[src/sv/cmfb_pkg.sv]
package cmfb_pkg;

	localparam int unsigned SLOTS_PER_BUS   = 4;
	localparam int unsigned SLOT_COUNT      = 8;
	localparam int unsigned SLOT_W          = 3;
	localparam int unsigned BUS0_FIRST_SLOT = 4;
	localparam int unsigned ID_W            = 11;
	localparam int unsigned ANGLE_W         = 16;
	localparam int unsigned TURNS_W         = 32;
	localparam int unsigned CFG_ADDR_W      = 2;
	localparam int unsigned CFG_DATA_W      = 16;

	localparam logic [ID_W-1:0]       BUS0_BASE_RST = 11'd513;
	localparam logic [ID_W-1:0]       BUS1_BASE_RST = 11'd513;
	localparam logic [SLOT_COUNT-1:0] MASK_RST      = 8'd31;
	localparam logic [ANGLE_W-1:0]    THRESH_RST    = 16'd5000;

	typedef enum logic [CFG_ADDR_W-1:0] {
		REG_BUS0_BASE = 2'd0,
		REG_BUS1_BASE = 2'd1,
		REG_TURN_MASK = 2'd2,
		REG_WRAP_THR  = 2'd3
	} cfg_reg_t;

	typedef struct packed {
		logic              hit;
		logic [SLOT_W-1:0] slot;
	} slot_sel_t;

	typedef struct packed {
		logic upd;
		logic clr;
	} track_ctl_t;

endpackage

[src/sv/can_motor_feedback_turn_counter.sv]
// Motor feedback turn counter. Each request on the s_ side is one received
// CAN feedback frame; a frame whose ID falls in a bus's slot range gives one
// request on the m_ side with the slot's new angle, speed, current,
// temperature and updated multi-turn count, other frames give none (a clear
// still applies). One frame is taken every cycle unless a stalled output holds
// the input register; a taken frame goes to the input register, then the slot
// lookup, angle step compare and count update fill the output register. A
// stalled output holds the frame in the input register until the result moves.
module can_motor_feedback_turn_counter (
	input  logic                                clk,
	input  logic                                arst_n,
	input  logic                                s_tvalid,
	output logic                                s_tready,
	// std_id[10:0], byte0..byte6 [66:11], clear_turns[67], zero fill
	input  logic [71:0]                         s_tdata,
	// bus
	input  logic [0:0]                          s_tuser,
	output logic                                m_tvalid,
	input  logic                                m_tready,
	// angle[15:0], speed[31:16], current[47:32], temperature[55:48], turns[87:56]
	output logic [87:0]                         m_tdata,
	// slot
	output logic [cmfb_pkg::SLOT_W-1:0]         m_tuser,
	input  logic                                cfg_we,
	input  logic [cmfb_pkg::CFG_ADDR_W-1:0]     cfg_addr,
	input  logic [cmfb_pkg::CFG_DATA_W-1:0]     cfg_wdata
);

	logic [cmfb_pkg::ID_W-1:0]       bus0_base_q;
	logic [cmfb_pkg::ID_W-1:0]       bus1_base_q;
	logic [cmfb_pkg::SLOT_COUNT-1:0] mask_q;
	logic [cmfb_pkg::ANGLE_W-1:0]    thresh_q;

	logic        valid_s1;
	logic [71:0] data_s1;
	logic        bus_s1;

	logic                          out_valid_q;
	logic [87:0]                   out_data_q;
	logic [cmfb_pkg::SLOT_W-1:0]   out_slot_q;

	logic                                 adv;
	cmfb_pkg::slot_sel_t                  sel;
	cmfb_pkg::track_ctl_t                 ctl;
	logic signed [cmfb_pkg::TURNS_W-1:0]  turns_new;
	logic [cmfb_pkg::ANGLE_W-1:0]         angle_s1;

	always_ff @(posedge clk or negedge arst_n) begin
		if (!arst_n) begin
			bus0_base_q <= cmfb_pkg::BUS0_BASE_RST;
			bus1_base_q <= cmfb_pkg::BUS1_BASE_RST;
			mask_q      <= cmfb_pkg::MASK_RST;
			thresh_q    <= cmfb_pkg::THRESH_RST;
		end else if (cfg_we) begin
			unique case (cmfb_pkg::cfg_reg_t'(cfg_addr))
				cmfb_pkg::REG_BUS0_BASE: bus0_base_q <= cfg_wdata[cmfb_pkg::ID_W-1:0];
				cmfb_pkg::REG_BUS1_BASE: bus1_base_q <= cfg_wdata[cmfb_pkg::ID_W-1:0];
				cmfb_pkg::REG_TURN_MASK: mask_q <= cfg_wdata[cmfb_pkg::SLOT_COUNT-1:0];
				cmfb_pkg::REG_WRAP_THR:  thresh_q <= cfg_wdata;
				default: ;
			endcase
		end
	end

	assign adv      = !out_valid_q || m_tready;
	assign s_tready = !valid_s1 || adv;

	always_ff @(posedge clk or negedge arst_n) begin
		if (!arst_n) begin
			valid_s1 <= 1'b0;
		end else if (s_tready) begin
			valid_s1 <= s_tvalid;
		end
	end

	always_ff @(posedge clk) begin
		if (s_tready && s_tvalid) begin
			data_s1 <= s_tdata;
			bus_s1  <= s_tuser[0];
		end
	end

	cmfb_slot_map u_map (
		.bus       (bus_s1),
		.std_id    (data_s1[10:0]),
		.bus0_base (bus0_base_q),
		.bus1_base (bus1_base_q),
		.sel       (sel)
	);

	assign angle_s1 = {data_s1[18:11], data_s1[26:19]};
	assign ctl.upd  = adv && valid_s1 && sel.hit;
	assign ctl.clr  = adv && valid_s1 && data_s1[67];

	cmfb_turn_track u_track (
		.clk       (clk),
		.arst_n    (arst_n),
		.ctl       (ctl),
		.slot      (sel.slot),
		.new_angle (angle_s1),
		.mask      (mask_q),
		.thresh    (thresh_q),
		.turns_new (turns_new)
	);

	always_ff @(posedge clk or negedge arst_n) begin
		if (!arst_n) begin
			out_valid_q <= 1'b0;
		end else if (adv) begin
			out_valid_q <= valid_s1 && sel.hit;
		end
	end

	always_ff @(posedge clk) begin
		if (ctl.upd) begin
			out_slot_q <= sel.slot;
			out_data_q <= {turns_new, data_s1[66:59], data_s1[50:43], data_s1[58:51],
				data_s1[34:27], data_s1[42:35], angle_s1};
		end
	end

	assign m_tvalid = out_valid_q;
	assign m_tdata  = out_data_q;
	assign m_tuser  = out_slot_q;

endmodule

[src/sv/cmfb_slot_map.sv]
module cmfb_slot_map (
	input  logic                      bus,
	input  logic [cmfb_pkg::ID_W-1:0] std_id,
	input  logic [cmfb_pkg::ID_W-1:0] bus0_base,
	input  logic [cmfb_pkg::ID_W-1:0] bus1_base,
	output cmfb_pkg::slot_sel_t       sel
);

	logic [cmfb_pkg::ID_W-1:0] base;
	logic [cmfb_pkg::ID_W:0]   diff;
	logic [cmfb_pkg::ID_W-1:0] offset;
	logic [cmfb_pkg::ID_W-1:0] bus0_slot;

	always_comb begin
		base      = bus ? bus1_base : bus0_base;
		diff      = {1'b0, std_id} - {1'b0, base};
		offset    = diff[cmfb_pkg::ID_W-1:0];
		bus0_slot = offset + cmfb_pkg::ID_W'(cmfb_pkg::BUS0_FIRST_SLOT);
		sel.hit   = !diff[cmfb_pkg::ID_W]
			&& (offset < cmfb_pkg::ID_W'(cmfb_pkg::SLOTS_PER_BUS));
		sel.slot  = bus ? offset[cmfb_pkg::SLOT_W-1:0] : bus0_slot[cmfb_pkg::SLOT_W-1:0];
	end

endmodule

[src/sv/cmfb_turn_track.sv]
module cmfb_turn_track (
	input  logic                              clk,
	input  logic                              arst_n,
	input  cmfb_pkg::track_ctl_t              ctl,
	input  logic [cmfb_pkg::SLOT_W-1:0]       slot,
	input  logic [cmfb_pkg::ANGLE_W-1:0]      new_angle,
	input  logic [cmfb_pkg::SLOT_COUNT-1:0]   mask,
	input  logic [cmfb_pkg::ANGLE_W-1:0]      thresh,
	output logic signed [cmfb_pkg::TURNS_W-1:0] turns_new
);

	logic [cmfb_pkg::ANGLE_W-1:0] angle_q [cmfb_pkg::SLOT_COUNT];
	logic [cmfb_pkg::TURNS_W-1:0] turns_q [cmfb_pkg::SLOT_COUNT];

	logic [cmfb_pkg::ANGLE_W:0]          diff;
	logic signed [cmfb_pkg::ANGLE_W+1:0] step;
	logic signed [cmfb_pkg::ANGLE_W+1:0] thr_s;
	logic [cmfb_pkg::TURNS_W-1:0]        turns_old;
	logic                                dec;
	logic                                inc;

	always_comb begin
		diff      = {1'b0, new_angle} - {1'b0, angle_q[slot]};
		step      = signed'({diff[cmfb_pkg::ANGLE_W], diff});
		thr_s     = signed'({2'b00, thresh});
		turns_old = ctl.clr ? '0 : turns_q[slot];
		dec       = mask[slot] && (step > thr_s);
		inc       = mask[slot] && (step < -thr_s);
		turns_new = signed'(turns_old + (inc ? cmfb_pkg::TURNS_W'(1) : '0)
			- (dec ? cmfb_pkg::TURNS_W'(1) : '0));
	end

	always_ff @(posedge clk or negedge arst_n) begin
		if (!arst_n) begin
			for (int k = 0; k < cmfb_pkg::SLOT_COUNT; k++) begin
				angle_q[k] <= '0;
				turns_q[k] <= '0;
			end
		end else begin
			for (int k = 0; k < cmfb_pkg::SLOT_COUNT; k++) begin
				if (ctl.upd && (slot == cmfb_pkg::SLOT_W'(k))) begin
					angle_q[k] <= new_angle;
					turns_q[k] <= turns_new;
				end else if (ctl.clr) begin
					turns_q[k] <= '0;
				end
			end
		end
	end

endmodule

[config.mk]
export PLATFORM = sky130hd
export DESIGN_NAME = can_motor_feedback_turn_counter
export DESIGN_NICKNAME = d
export VERILOG_FILES = /design/src/sv/cmfb_pkg.sv /design/src/sv/can_motor_feedback_turn_counter.sv /design/src/sv/cmfb_slot_map.sv /design/src/sv/cmfb_turn_track.sv
export SDC_FILE = /design/constraint.sdc
export NUM_CORES = 1
export LEC_CHECK = 0
export ABC_AREA = 0
export BUFFER_PORTS_ARGS = -buffer_cell sky130_fd_sc_hd__clkbuf_2
export CORE_MARGIN = 8
export CORE_UTILIZATION = 55
export DETAILED_ROUTE_END_ITERATION = 8
export PLACE_DENSITY = 0.73
export SYNTH_ARGS = -nofsm -noshare
export SYNTH_HDL_FRONTEND = slang
export SYNTH_SLANG_ARGS = --single-unit
[constraint.sdc]
create_clock -name clk -period 10.8 [get_ports clk]
set_input_delay 0.54 -clock clk [delete_from_list [all_inputs] [get_ports clk]]
set_output_delay 0.54 -clock clk [all_outputs]
set_load 0.01 [all_outputs]
==> reports/summary.txt <==
Overflow after GRT = 0
GP Congestion = 0.894
Required @ worst endpoint = 11280 ps
Power Dens Cells = 181 nW/um^2
Area Overhead vs Synth = 13.1%
drc violations = 0
WL/cell = 22.1 um
TritonCTS Sinks = 592
R2R depth = 37
FF/Latch Area = 15600 um^2
Int Pwr = 4.07 mW
layout cell share with drive strength beyond 1 = 24.5%
Routed Antenna Nets = 0
syn nets = 2559
Crit Path Class = register to register
initial DRC count = 1757
worst-skew pair later-pin latency = 640 ps
EDFF count, synth = 160
slew margin rel. = 31.6%
vias = 20000
Post-DP HPWL = 45100 um
status = finished, violations left
first drt pass iteration count = 6
Worst setup EP type = register
fmax = 104 MHz
Sw Share = 29.7%
largest family of logic cells by synthesized area = multiplexers
FF+latch count, synth = 592
RSZ-0062 raised after global routing = no
FF-to-FF setup slack = 1200 ps
num ports = 189
final worst path period share = 88.9%
max incr delay on CP = 610 ps
TNS Setup = 0 ps
ys flop type = dfrtp_1
clock tree root buffer cell = clkbuf_16
syn_area_per_cell = 12.0 um^2
Synth Area in Compound Gates = 9.06%
Multi-input gate area = 11800 um^2
sequential share of power = 42.1%
max-slew violations = 0
Mapped Cells = 2367
Synth area leaders = dfrtp_1 37%, edfxtp_1 17%, mux4_2 7.8%, mux2_2 6.6%, o21ai_0 5.1%
final setup violation count = 0
die extent in x = 243 um
mux cell area share after synthesis = 15.5%
Synth Warn # = 0
Slew @ Worst Pin = 1030 ps
switching pwr = 1.72 mW
Static Leakage = 14.6 nW
Clock power frac = 37.7%
I/O Buffers = 184
Clock Skew = 24.4 ps
Finished Core Util = 62.7%
die area = 59000 um^2
Synth Area in XOR/XNOR = 1.76%
CTS H-Tree Depth = 2
Reg clk slew, reported paths = 60 ps
Placed Cells = 3124
postcts setup bufs = 0
final WL = 71600 um
Synth area leader = dfrtp_1
Netlist cell types = 72
vias in the first global route = 21100
Initial Util = 55.4%
Synth Cell Area = 28300 um^2
Final Non-Filler Cells = 3238
Worst R2R Start = bus_s1
worst-path fanout max = 19
maximum VDD drop = 0.000151 V
cts repair resizes = 0
Tot GR Track Use = 24.1%
Startpoint Class = register
CTS Hold Bufs = 0
placed instance area = 29900 um^2
via/cell ratio = 6.18
Design Power = 5.78 mW
register area share after synthesis = 55.2%
combinational share of power = 20.2%
CP arrival = 10080 ps
Hold Crit Class = primary input to asynchronous set/reset pin
final net count = 2698
largest net degree at the start of global routing = 125
CTS tree = built
Slowest-stage cell, CP = xnor2_1
Core Box Area = 51100 um^2
initial antenna violation count = 0
most frequent cell after synthesis = dfrtp_1
row cnt = 83
area share of the largest cell type after synthesis = 36.9%
die height = 243 um
Final min period = 9600 ps
post-synthesis simple-gate area fraction = 10.8%
FFs w/ async S/R, synth = 73.0%
global-route wire length before repair = 115000 um
reg2reg end = u_track.turns_q[250]
Bufs on Longest Clock Path = 3
failing checks = negative hold slack
Hold Slack = -16.0 ps
final hold vios = 11
final instance area = 32000 um^2
Fill cells = 4063
most instantiated cells after synthesis = 418 x dfrtp_1, 291 x o21ai_0, 283 x nand3_1
diodes inserted = 0
adder-cell area share of the yosys netlist = 4.32%
CTS Buf Count = 60
Max Cap Viol = 0
critical path: cells and delay by family, from the launching register on:
family,cells,cell delay (ps)
buffers and inverters,6,870
adder cells (fa/ha/maj),7,1940
AO/OA/AOI/OAI,14,3370
AND/OR/NAND/NOR,4,600
XOR/XNOR,4,1770
multiplexers,2,500
flip-flops,1,370
cell type report:
cell class / instances / area share [%]
Clock buffer: 78 / 5.15
Clock inverter: 36 / 1.42
Inverter: 102 / 1.20
Multi-Input combinational cell: 1528 / 37.0
Sequential cell: 592 / 48.8
Tap cell: 680 / 2.66
Timing Repair Buffer: 222 / 3.80
power groups by stage:
stage	Clock, mW	Sequential (mW)	Combinational [mW]
3_3_place_gp	0	2.47	1.13
6_report	2.18	2.44	1.17
3_5_place_dp	0	2.48	1.15
4_1_cts	2.22	2.44	1.16
5_1_grt	2.31	2.44	1.27
2_1_floorplan	0	2.46	0.792
how the worst max path moves through the flow:
stage | to | slack (ps) | startpoint | cells past startpoint
after floorplan | m_tdata[0] | 970 | bus_s1 | 10
after global placement | m_tdata[82] | 1480 | bus_s1 | 34
after detailed placement | u_track.turns_q[94] | 1320 | bus_s1 | 34
after CTS | u_track.turns_q[94] | 1290 | bus_s1 | 36
after global routing | u_track.turns_q[90] | 440 | bus_s1 | 37
final | u_track.turns_q[250] | 1200 | bus_s1 | 37
state kept, by name, indices dropped and copies added, names as in the netlist:
name and cells:
data_s1 68, u_track.turns_q 256, m_tuser 3, u_track.angle_q 128, valid_s1 1, bus_s1 1, m_tdata 88, bus1_base_q 11
m_tvalid 1, bus0_base_q 11, mask_q 8, thresh_q 16
routing by layer:
metal  GRT usage (%)  share of wire (%)  vias up
met5               0                  0        -
met4            8.89                3.3        0
met3            4.26                6.5      185
met2            40.6                 50      748
met1            31.1                 40    10100
li1                -                  -     8957
through the flow:
| stage | setup slack [ps] | hold WS (ps) |
|---|---|---|
| finish | 1200 | -16.0 |
| global route | 443 | 43.2 |
| CTS | 1290 | 23.0 |
| detailed placement | 1320 | 405 |
| global placement | 1480 | 400 |
| floorplan | 970 | 244 |
kinds of logic after synthesis:
kind of cell,count (synthesis)
flip-flops,592
AO/OA/AOI/OAI,455
buffers and inverters,247
adder cells (fa/ha/maj),96
XOR/XNOR,57
AND/OR/NAND/NOR,625
multiplexers,295
cell usage in the layout, fill, tap and decap left out, types with 8 or more instances in the layout:
master / synthesis / routed
a21o_1: 25 / 25
a21oi_1: 61 / 61
and3_1: 8 / 8
buf_4: 0 / 38
bufinv_16: 0 / 8
clkbuf_1: 92 / 10
clkbuf_16: 0 / 60
clkbuf_2: 1 / 183
clkbuf_8: 0 / 8
clkinv_2: 0 / 12
clkinvlp_4: 0 / 8
dfrtp_1: 418 / 418
dfstp_2: 14 / 14
edfxtp_1: 160 / 160
ha_1: 93 / 92
inv_1: 102 / 101
mux2_2: 167 / 167
mux2i_1: 30 / 30
mux4_2: 98 / 98
nand2_1: 172 / 172
nand2b_1: 12 / 12
nand3_1: 283 / 274
nand3_2: 0 / 8
nand4_1: 17 / 17
nor2_1: 41 / 41
nor2b_1: 19 / 19
nor3_1: 23 / 22
o21ai_0: 291 / 291
o21ai_1: 9 / 9
xnor2_1: 32 / 32
xor2_1: 25 / 24
Note: power is estimated with default switching activity, not from simulation.
